**src/hdl/rcpd_pkg.sv**
```systemverilog
// ----------------------------------------------------------------------------
// rcpd_pkg
// types and constants shared by the rx channel packet deframer modules
// ----------------------------------------------------------------------------
package rcpd_pkg;

  localparam int CHAR_W     = 9;
  localparam int BYTE_W     = 8;
  localparam int COUNT_W    = 7;
  localparam int HDR_BYTES  = 3;
  localparam int COUNT_MAX  = 127;
  localparam int DATA_BIT   = 8;
  localparam int IN_DATA_W  = 16;
  localparam int OUT_DATA_W = 24;

  localparam logic KIND_DATA = 1'b0;
  localparam logic KIND_END  = 1'b1;

  localparam logic CMD_CHAR  = 1'b0;
  localparam logic CMD_DRAIN = 1'b1;

  typedef struct packed {
    logic               kind;
    logic [BYTE_W-1:0]  byte_value;
    logic [CHAR_W-1:0]  channel;
    logic [COUNT_W-1:0] block_count;
    logic               last;
  } result_t;

  // results of one word: count, then first and second result
  typedef struct packed {
    logic [1:0] n;
    result_t    r0;
    result_t    r1;
  } step_res_t;

endpackage

```
**src/hdl/rcpd_parser.sv**
```systemverilog
// ----------------------------------------------------------------------------
// rcpd_parser
// packet parse state and per-word decisions, up to two results per word
// ----------------------------------------------------------------------------
module rcpd_parser #(
  parameter int BLOCK_BYTES = 128,
  parameter int PACKET_MAX  = 16
) (
  input  logic                       clk,
  input  logic                       rst_n,
  input  logic                       step,
  input  logic                       cmd,
  input  logic [rcpd_pkg::CHAR_W-1:0] rx_char,
  output rcpd_pkg::step_res_t        res
);

  localparam int RAW_CAP   = BLOCK_BYTES - rcpd_pkg::HDR_BYTES;
  localparam int BLOCK_CAP = (RAW_CAP > rcpd_pkg::COUNT_MAX) ? rcpd_pkg::COUNT_MAX : RAW_CAP;
  localparam int SUM_W     = $clog2(rcpd_pkg::COUNT_MAX + PACKET_MAX + 1);

  typedef enum logic [1:0] {
    MODE_CHAN = 2'd0,
    MODE_PKT  = 2'd1,
    MODE_DROP = 2'd2
  } mode_t;

  mode_t                             mode_r, mode_nxt;
  logic [rcpd_pkg::CHAR_W-1:0]       chan_r, chan_nxt;
  logic [rcpd_pkg::COUNT_W-1:0]      fill_r, fill_nxt;

  rcpd_pkg::result_t close0, close_ctl, data_res;
  logic [SUM_W-1:0]  fill_sum;
  logic              fill_nz;

  always_comb begin
    fill_nz  = (fill_r != '0);
    fill_sum = SUM_W'(fill_r) + SUM_W'(PACKET_MAX);

    close0             = '0;
    close0.kind        = rcpd_pkg::KIND_END;
    close0.channel     = chan_r;
    close0.block_count = fill_r;

    close_ctl            = close0;
    close_ctl.byte_value = rx_char[rcpd_pkg::BYTE_W-1:0];

    data_res            = '0;
    data_res.kind       = rcpd_pkg::KIND_DATA;
    data_res.byte_value = rx_char[rcpd_pkg::BYTE_W-1:0];
    data_res.channel    = chan_r;

    res      = '0;
    mode_nxt = mode_r;
    chan_nxt = chan_r;
    fill_nxt = fill_r;

    if (cmd == rcpd_pkg::CMD_DRAIN) begin
      if (fill_nz) begin
        res.n    = 2'd1;
        res.r0   = close0;
        fill_nxt = '0;
      end
    end else begin
      case (mode_r)
        MODE_PKT: begin
          if (rx_char == '0) begin
            if (fill_nz && (fill_sum > SUM_W'(BLOCK_CAP))) begin
              res.n    = 2'd1;
              res.r0   = close0;
              fill_nxt = '0;
            end
            mode_nxt = MODE_CHAN;
          end else if (!rx_char[rcpd_pkg::DATA_BIT]) begin
            res.n    = 2'd1;
            res.r0   = close_ctl;
            fill_nxt = '0;
          end else if (fill_r >= rcpd_pkg::COUNT_W'(BLOCK_CAP)) begin
            // full block closes before it takes the byte
            res.n    = 2'd2;
            res.r0   = close0;
            res.r1   = data_res;
            fill_nxt = rcpd_pkg::COUNT_W'(1);
          end else begin
            res.n    = 2'd1;
            res.r0   = data_res;
            fill_nxt = fill_r + rcpd_pkg::COUNT_W'(1);
          end
        end
        MODE_DROP: begin
          if (rx_char == '0) begin
            mode_nxt = MODE_CHAN;
          end
        end
        default: begin
          if (rx_char == '0) begin
            mode_nxt = MODE_DROP;
          end else begin
            if (rx_char != chan_r) begin
              if (fill_nz) begin
                res.n    = 2'd1;
                res.r0   = close0;
                fill_nxt = '0;
              end
              chan_nxt = rx_char;
            end
            mode_nxt = MODE_PKT;
          end
        end
      endcase
    end

    if (res.n == 2'd1) begin
      res.r0.last = 1'b1;
    end
    if (res.n == 2'd2) begin
      res.r1.last = 1'b1;
    end
  end

  always_ff @(posedge clk) begin
    if (!rst_n) begin
      mode_r <= MODE_CHAN;
      chan_r <= '0;
      fill_r <= '0;
    end else if (step) begin
      mode_r <= mode_nxt;
      chan_r <= chan_nxt;
      fill_r <= fill_nxt;
    end
  end

endmodule

```
**src/hdl/rcpd_result_queue.sv**
```systemverilog
// ----------------------------------------------------------------------------
// rcpd_result_queue
// three-entry shift queue taking up to two results a cycle, giving one
// ----------------------------------------------------------------------------
module rcpd_result_queue (
  input  logic                 clk,
  input  logic                 rst_n,
  input  logic                 push,
  input  rcpd_pkg::step_res_t  res,
  output logic                 room,
  output logic                 head_valid,
  output rcpd_pkg::result_t    head,
  input  logic                 pop
);

  localparam int DEPTH = 3;

  rcpd_pkg::result_t q_r   [DEPTH];
  rcpd_pkg::result_t q_nxt [DEPTH];
  logic [1:0]        cnt_r, cnt_nxt;
  logic [1:0]        base;
  logic              do_pop;
  logic [1:0]        n_in;

  assign do_pop     = pop && (cnt_r != 2'd0);
  assign room       = (cnt_r <= 2'd1);
  assign head_valid = (cnt_r != 2'd0);
  assign head       = q_r[0];

  always_comb begin
    n_in    = push ? res.n : 2'd0;
    base    = cnt_r - {1'b0, do_pop};
    cnt_nxt = base + n_in;
    for (int i = 0; i < DEPTH; i++) begin
      if (do_pop && (i < DEPTH - 1)) begin
        q_nxt[i] = q_r[i + 1];
      end else begin
        q_nxt[i] = q_r[i];
      end
      if ((n_in != 2'd0) && (2'(i) == base)) begin
        q_nxt[i] = res.r0;
      end
      if ((n_in == 2'd2) && (2'(i) == base + 2'd1)) begin
        q_nxt[i] = res.r1;
      end
    end
  end

  always_ff @(posedge clk) begin
    if (!rst_n) begin
      cnt_r <= '0;
    end else begin
      cnt_r <= cnt_nxt;
    end
    for (int i = 0; i < DEPTH; i++) begin
      q_r[i] <= q_nxt[i];
    end
  end

endmodule

```
**src/hdl/rx_channel_packet_deframer.sv**
```systemverilog
// ----------------------------------------------------------------------------
// rx_channel_packet_deframer
// rebuilds channel data blocks from a multiplexed 9-bit link character stream
// ----------------------------------------------------------------------------
// Takes one link character (or a drain event) per word and gives data bytes
// and block-end words with their control code, channel and byte count.
// A word that yields one result or none is taken every cycle while the output
// is not stalled; a word that yields two results holds off the next word,
// since the output port gives one word per cycle. The path from input to output:
// an input register, then the parser into a three-entry result queue whose
// head drives the output. The parser steps only while the queue has room for
// two results; the input register takes a word whenever it is empty or steps.
module rx_channel_packet_deframer #(
  parameter int BLOCK_BYTES = 128,
  parameter int PACKET_MAX  = 16
) (
  input  logic                             clk,
  input  logic                             rst_n,
  input  logic                             in_tvalid,
  output logic                             in_tready,
  input  logic [rcpd_pkg::IN_DATA_W-1:0]   in_tdata,   // rx_char[8:0], zero pad
  input  logic                             in_tuser,   // command
  output logic                             out_tvalid,
  input  logic                             out_tready,
  output logic [rcpd_pkg::OUT_DATA_W-1:0]  out_tdata,  // byte_value, channel, block_count
  output logic                             out_tuser,  // kind
  output logic                             out_tlast
);

  logic                          in_v_r, in_v_nxt;
  logic                          in_cmd_r;
  logic [rcpd_pkg::CHAR_W-1:0]   in_char_r;
  logic                          in_acc;
  logic                          adv;
  logic                          room;
  rcpd_pkg::step_res_t           res;
  rcpd_pkg::result_t             head;

  assign adv       = in_v_r && room;
  assign in_tready = !in_v_r || adv;
  assign in_acc    = in_tvalid && in_tready;

  always_comb begin
    in_v_nxt = in_v_r;
    if (in_acc) begin
      in_v_nxt = 1'b1;
    end else if (adv) begin
      in_v_nxt = 1'b0;
    end
  end

  always_ff @(posedge clk) begin
    if (!rst_n) begin
      in_v_r <= 1'b0;
    end else begin
      in_v_r <= in_v_nxt;
    end
    if (in_acc) begin
      in_cmd_r  <= in_tuser;
      in_char_r <= in_tdata[rcpd_pkg::CHAR_W-1:0];
    end
  end

  rcpd_parser #(
    .BLOCK_BYTES (BLOCK_BYTES),
    .PACKET_MAX  (PACKET_MAX)
  ) u_parser (
    .clk     (clk),
    .rst_n   (rst_n),
    .step    (adv),
    .cmd     (in_cmd_r),
    .rx_char (in_char_r),
    .res     (res)
  );

  rcpd_result_queue u_queue (
    .clk        (clk),
    .rst_n      (rst_n),
    .push       (adv),
    .res        (res),
    .room       (room),
    .head_valid (out_tvalid),
    .head       (head),
    .pop        (out_tready)
  );

  assign out_tdata = {head.block_count, head.channel, head.byte_value};
  assign out_tuser = head.kind;
  assign out_tlast = head.last;

endmodule

```
**config.mk**
```make
export PLATFORM = sky130hd
export DESIGN_NAME = rx_channel_packet_deframer
export DESIGN_NICKNAME = d
export VERILOG_FILES = /design/src/hdl/rcpd_pkg.sv /design/src/hdl/rcpd_parser.sv /design/src/hdl/rcpd_result_queue.sv /design/src/hdl/rx_channel_packet_deframer.sv
export SDC_FILE = /design/constraint.sdc
export NUM_CORES = 1
export LEC_CHECK = 0
export ABC_AREA = 1
export BUFFER_PORTS_ARGS = -buffer_cell sky130_fd_sc_hd__buf_4
export CAP_MARGIN = 40
export CORE_MARGIN = 2
export CORE_UTILIZATION = 40
export DETAILED_ROUTE_END_ITERATION = 6
export HOLD_SLACK_MARGIN = 0.03
export PLACE_DENSITY = 0.65
export SKIP_CTS_REPAIR_TIMING = 1
export SLEW_MARGIN = 20
export SYNTH_ARGS = -nofsm -noshare
export SYNTH_HDL_FRONTEND = slang
export SYNTH_SLANG_ARGS = --single-unit
```
**constraint.sdc**
```tcl
create_clock -name clk -period 6.04 [get_ports clk]
set_input_delay 0.604 -clock clk [delete_from_list [all_inputs] [get_ports clk]]
set_output_delay 0.604 -clock clk [all_outputs]
set_load 0.05 [all_outputs]
```
==> run summary, run 1 <==
post-synthesis compound-gate area fraction -> 4.90%
total track usage -> 17.9%
placed wire-length estimate -> 10,000 um
number of synthesized flops with an enable pin -> 64
largest family of logic cells by synthesized area -> simple AND/OR/NAND/NOR gates
RSZ-0062 raised after global routing -> false
vias in the first global route -> 4,566
max cap viols -> 0
IO Count -> 49
detailed-route DRC error count -> 0
drt first pass iters -> 6
starting density of the core -> 40.8%
Post-synth ARST share -> 0%
critical path startpoint category -> flip-flop
placed cell count -> 996
Die Span Y -> 129 um
GP Congestion -> 0.916
initial antenna violation count -> 0
Worst-Margin Slew -> 0.827 ns
Die Area -> 16,500 um^2
Pwr Density -> 390 nW/um^2
status -> finished clean
Distinct cells, synth -> 35
CTS tree -> built
final hold slack -> 0.413 ns
element type at the critical path end -> flip-flop
CTS H-tree depth -> 3
post-synthesis sequential area ratio -> 45.5%
final hold violations -> 0
worst reg2reg startpoint -> u_queue.cnt_r[1]
R2R Setup Slk -> 1.99 ns
CTS max path bufs -> 2
largest net degree at the start of global routing -> 61
M2 GR Usage -> 26.4%
Final Slew Violations -> 0
min Tclk post-route -> 4.05 ns
Num CTS Buffers -> 9
vias -> 5,105
overflow left after global routing -> 0
Mapped Nets -> 853
Synth Cell Area -> 6210 um^2
first-pass GRT wire length -> 23,500 um
#FFs+latches synth -> 109
total wire length -> 14,200 um
core area -> 15,200 um^2
relative slew slack -> 44.7%
post-synthesis mux area share -> 0%
most frequent cells in the layout -> nand2_1, nand3_1, inv_1
worst reg2reg path depth -> 13
n_diodes -> 0
Worst VDD drop -> 0.170 mV
Max FO, Critical Path -> 28
fin cells -> 1,013
vias per inst -> 5.04
Max Clk Rate -> 247 MHz
CTS Sinks -> 109
Placement Rows -> 45
total of fill cells in the finished design -> 1,571
most common cell after layout, fill and taps aside -> nand2_1
arrival time worst endpoint -> 4.04 ns
layout overhead on the synthesized area -> 8.04%
met1 usage -> 26.1%
Hold Crit Class -> input pin to flip-flop
Critical R2R Capture -> u_queue.q_r[0][49]
ys flop type -> edfxtp_1
I/O Buffers -> 41
CP Capture Point -> u_queue.q_r[0][49]
clk_lat worst skew -> 0.36 ns
layout cell share with drive strength beyond 1 -> 10.5%
Critical Path Source -> u_queue.cnt_r[1]
CTS clk-pin slew, worst paths -> 0.07 ns
Detailed Route Iter0 Violations -> 677
Post-Synth Simple-Gate Area -> 34.6%
Power, Total -> 0.00262 W
# setup viols final -> 0
Chip Width -> 129 um
Avg Synthesized Cell Area -> 7.54 um^2
# nets final -> 849
Setup Skew -> 0.00826 ns
Syn Inst Count -> 824
Required @ worst endpoint -> 6.04 ns
clk root buf -> clkbuf_16
Yosys warnings -> 0
wire per inst -> 14.0 um
WS Path Type -> flip-flop to flip-flop
Setup TNS Final -> 0 ns
met3 usage -> 2.99%
fin crit share -> 67.0%
Adder-Cell Fraction of Synth Area -> 1.61%
Pleak -> 3.07 nW
GRT busiest layer -> met2
Post-DRT Antenna Nets -> 0
Post-Synth XOR/XNOR Area -> 1.53%
-- worst min path at each step --
| stage | startpoint | endpoint | slack [ns] | cells after the start |
|---|---|---|---|---|
| 2_1_floorplan | u_queue.q_r[0][54] | u_queue.q_r[0][54] | 0.44 | 2 |
| 4_1_cts | in_tdata[7] | in_char_r[7] | 0.41 | 1 |
| 5_1_grt | in_tdata[8] | in_char_r[8] | 0.41 | 1 |
| 3_5_place_dp | u_queue.q_r[0][54] | u_queue.q_r[0][54] | 0.46 | 2 |
| 6_report | in_tdata[7] | in_char_r[7] | 0.41 | 1 |
| 3_3_place_gp | u_queue.q_r[0][59] | u_queue.q_r[0][59] | 0.45 | 2 |
-- final cells by class --
type	instances	area [um^2]	share of cell area (%)
Clock inverter	4	73.8	1.10
Sequential cell	109	2820	42.1
Tap cell	188	235	3.51
Inverter	92	345	5.15
Clock buffer	12	236	3.52
Timing Repair Buffer	47	350	5.22
Multi-Input combinational cell	561	2650	39.4
-- Yosys cell counts (all sizes together) (2+ instances only) --
cell | n | area [um^2]
nand2 | 252 | 983
nand3 | 158 | 811
inv | 90 | 338
edfxtp | 64 | 1920
buf | 51 | 355
nor2 | 46 | 183
dfxtp | 45 | 901
o21ai | 29 | 145
a21oi | 20 | 100
nor3 | 16 | 85.1
clkbuf | 11 | 41.3
ha | 8 | 100
o22ai | 7 | 43.8
xnor2 | 6 | 60.1
nand4 | 5 | 31.3
nor4 | 4 | 25.0
xor2 | 4 | 35.0
clkinv | 2 | 7.51
or2 | 2 | 12.5
-- per-stage QoR --
step	util, %	worst slack [ns]	area (um^2)
floorplan	-	2.63	6210
global placement	42.1	1.84	6390
detailed placement	42.1	1.80	6390
CTS	44.1	1.91	6700
global route	44.1	1.69	6710
finish	44.1	1.99	6710
-- worst max-delay path: stages, from the launching register on --
cell	delay, ns
dfxtp_1	0.38
inv_1	0.12
nand2_1	0.09
nand2_1	0.15
clkinv_1	0.43
ha_1	0.43
xnor2_2	0.22
inv_1	0.12
nor2_2	0.09
buf_4	0.33
nand2_2	0.43
nand2_1	0.19
inv_2	0.10
nand2_1	0.60
-- logic make-up after synthesis --
family                     count (synthesis)
buffers and inverters                    154
xor gates and xnor gates                  10
and+or+nand+nor                          485
DFF                                      109
adders and majority gates                  8
AOI/OAI and AO/OA                         58
-- power by group --
part	internal (W)	leakage, nW	switching, W
logic	0.000249	1.92	0.000661
clock network	0.000364	0.151	0.000270
registers	0.000990	0.998	0.0000799
total	0.00160	3.07	0.00101
-- state kept, by name, summed over array words and instances (netlist names) --
name / cells
in_char_r: 9
in_cmd_r: 1
in_v_r: 1
u_parser.chan_r: 9
u_parser.fill_r: 7
u_parser.mode_r: 2
u_queue.cnt_r: 2
u_queue.q_r: 78
-- routing by layer --
| metal | wire length [um] | vias to the layer above |
|---|---|---|
| met1 | 6860 | 2245 |
| met2 | 6120 | 189 |
| met5 | 0 | - |
| met4 | 244 | 0 |
| li1 | - | 2655 |
| met3 | 924 | 16 |
No activity file was read; power rests on OpenSTA's default activity.
==> inputs of run 2 (changes only) <==
Clock period 6.04 ns to 4.2 ns, I/O delays scaled along.
==> run 2 against run 1 <==
  * First-iteration DRC count down 30%
  * Design area up 0.47%
  * Clock power up 30%
  * Highest routed layer unchanged
  * Global-route usage about the same
  * Clock skew down 0.00051 ns
  * Sequential share of layout area down 0.20 points
==> run summary, run 2 (synthesized netlist as in run 1, its figures left out) <==
Critical Path Source -> u_queue.cnt_r[1]
Num CTS Buffers -> 9
RSZ-0062 raised after global routing -> false
largest net degree at the start of global routing -> 35
design area -> 6740 um^2
Max Clk Rate -> 296 MHz
met3 usage -> 2.95%
post-route setup slack -> 0.816 ns
Area after DPL -> 6450 um^2
Die Area -> 16,500 um^2
clk_lat worst skew -> 0.34 ns
CP Capture Point -> u_queue.q_r[0][75]
CTS H-tree depth -> 3
# setup viols final -> 0
# nets final -> 856
wire per inst -> 14.1 um
Die Span Y -> 129 um
Chip Width -> 129 um
element type at the critical path end -> flip-flop
Worst VDD drop -> 0.217 mV
IO Count -> 49
total track usage -> 18.0%
Pwr Density -> 547 nW/um^2
overflow left after global routing -> 0
Detailed Route Iter0 Violations -> 475
slowest cell delay on critical path -> 0.57 ns
relative slew slack -> 45.3%
worst path buffer plus inverter count -> 4
Max FO, Critical Path -> 24
critical path's top delay family -> simple AND/OR/NAND/NOR gates
critical path startpoint category -> flip-flop
worst reg2reg path depth -> 10
layout overhead on the synthesized area -> 8.54%
Regs by FF count -> u_queue.q_r: 78 flops, in_char_r: 9 flops, u_parser.chan_r: 9 flops
detailed-route DRC error count -> 0
GRT busiest layer -> met1
met1 usage -> 27.5%
max reg flops -> 78
layout cell share with drive strength beyond 1 -> 11.3%
placed wire-length estimate -> 10,200 um
vias per inst -> 5.04
CTS tree -> built
CTS clk-pin slew, worst paths -> 0.07 ns
Largest Register -> u_queue.q_r
CP dominant cell by count -> nand2_1
Hold Crit Class -> input pin to flip-flop
arrival time worst endpoint -> 3.41 ns
Pleak -> 3.10 nW
R2R Setup Slk -> 0.82 ns
clk root buf -> clkbuf_16
Final Slew Violations -> 0
fin crit share -> 80.6%
final hold violations -> 0
vias in the first global route -> 4,637
total wire length -> 14,400 um
fin cells -> 1,020
Post-DRT Antenna Nets -> 0
Setup Skew -> 0.00775 ns
min Tclk post-route -> 3.38 ns
WS Path Type -> flip-flop to flip-flop
pre-CTS WS -> 0.820 ns
GP Congestion -> 0.897
most common cell after layout, fill and taps aside -> nand2_1
status -> finished clean
starting density of the core -> 40.8%
vias -> 5,139
Required @ worst endpoint -> 4.23 ns
Power, Total -> 0.00369 W
first-pass GRT wire length -> 24,000 um
core area -> 15,200 um^2
most frequent cells in the layout -> nand2_1, nand3_1, inv_1
CTS max path bufs -> 2
max cap viols -> 0
placed cell count -> 1,003
critical path, cell by cell -> inv_1, nand2_1, nand2_1, clkinv_1, ha_1, inv_1, nor2_1, nand2_2, nand2_1, buf_4
n_diodes -> 0
CP max-delay cell -> ha_1
CTS Sinks -> 109
critical path depth -> 10
Critical R2R Capture -> u_queue.q_r[0][75]
I/O Buffers -> 41
Placement Rows -> 45
Setup TNS Final -> 0 ns
Worst-Margin Slew -> 0.818 ns
total of fill cells in the finished design -> 1,549
worst reg2reg startpoint -> u_queue.cnt_r[1]
M2 GR Usage -> 26.7%
initial antenna violation count -> 0
drt first pass iters -> 6
==> run 2: cell count changes in the layout (fill, tap and decap cells not counted), sizes merged <==
cell    delta
buf        +7
bufinv     -2
clkbuf     +1
clkinv     +1
==> run 2: how the worst min path moves through the flow <==
stage | startpoint | to | slack (ns) | cells past startpoint
after floorplan | u_queue.q_r[0][54] | u_queue.q_r[0][54] | 0.44 | 2
after global placement | u_queue.q_r[0][59] | u_queue.q_r[0][59] | 0.45 | 2
after detailed placement | u_queue.q_r[0][55] | u_queue.q_r[0][55] | 0.46 | 2
after CTS | in_tuser | in_cmd_r | 0.24 | 1
after global routing | in_tuser | in_cmd_r | 0.24 | 1
final | in_tdata[2] | in_char_r[2] | 0.25 | 1
==> run 2: per-layer routing <==
layer  wire length [um]  part of all wire (%)
met5                  0                     0
met2               6230                    43
met4                141                  0.98
met1               7040                    49
met3                938                   6.5
==> run 2: through the flow <==
| step | hold WS [ns] | utilization [%] |
|---|---|---|
| finish | 0.249 | 44.3 |
| global placement | 0.449 | 42.4 |
| floorplan | 0.441 | - |
| detailed placement | 0.457 | 42.4 |
| CTS | 0.239 | 44.3 |
| global route | 0.243 | 44.3 |
==> run 2: final cells by class <==
type | count | area [um^2] | area share, %
Clock buffer | 13 | 272 | 4.03
Clock inverter | 3 | 17.5 | 0.260
Inverter | 92 | 345 | 5.12
Multi-Input combinational cell | 561 | 2650 | 39.2
Sequential cell | 109 | 2820 | 41.9
Tap cell | 188 | 235 | 3.49
Timing Repair Buffer | 54 | 403 | 5.98
==> run 2: power by group <==
group,total [W],switching (W),leakage (nW),internal [W]
combinational,0.00132,0.000956,1.96,0.000367
clock,0.000824,0.000370,0.142,0.000454
sequential,0.00154,0.000116,0.998,0.00142
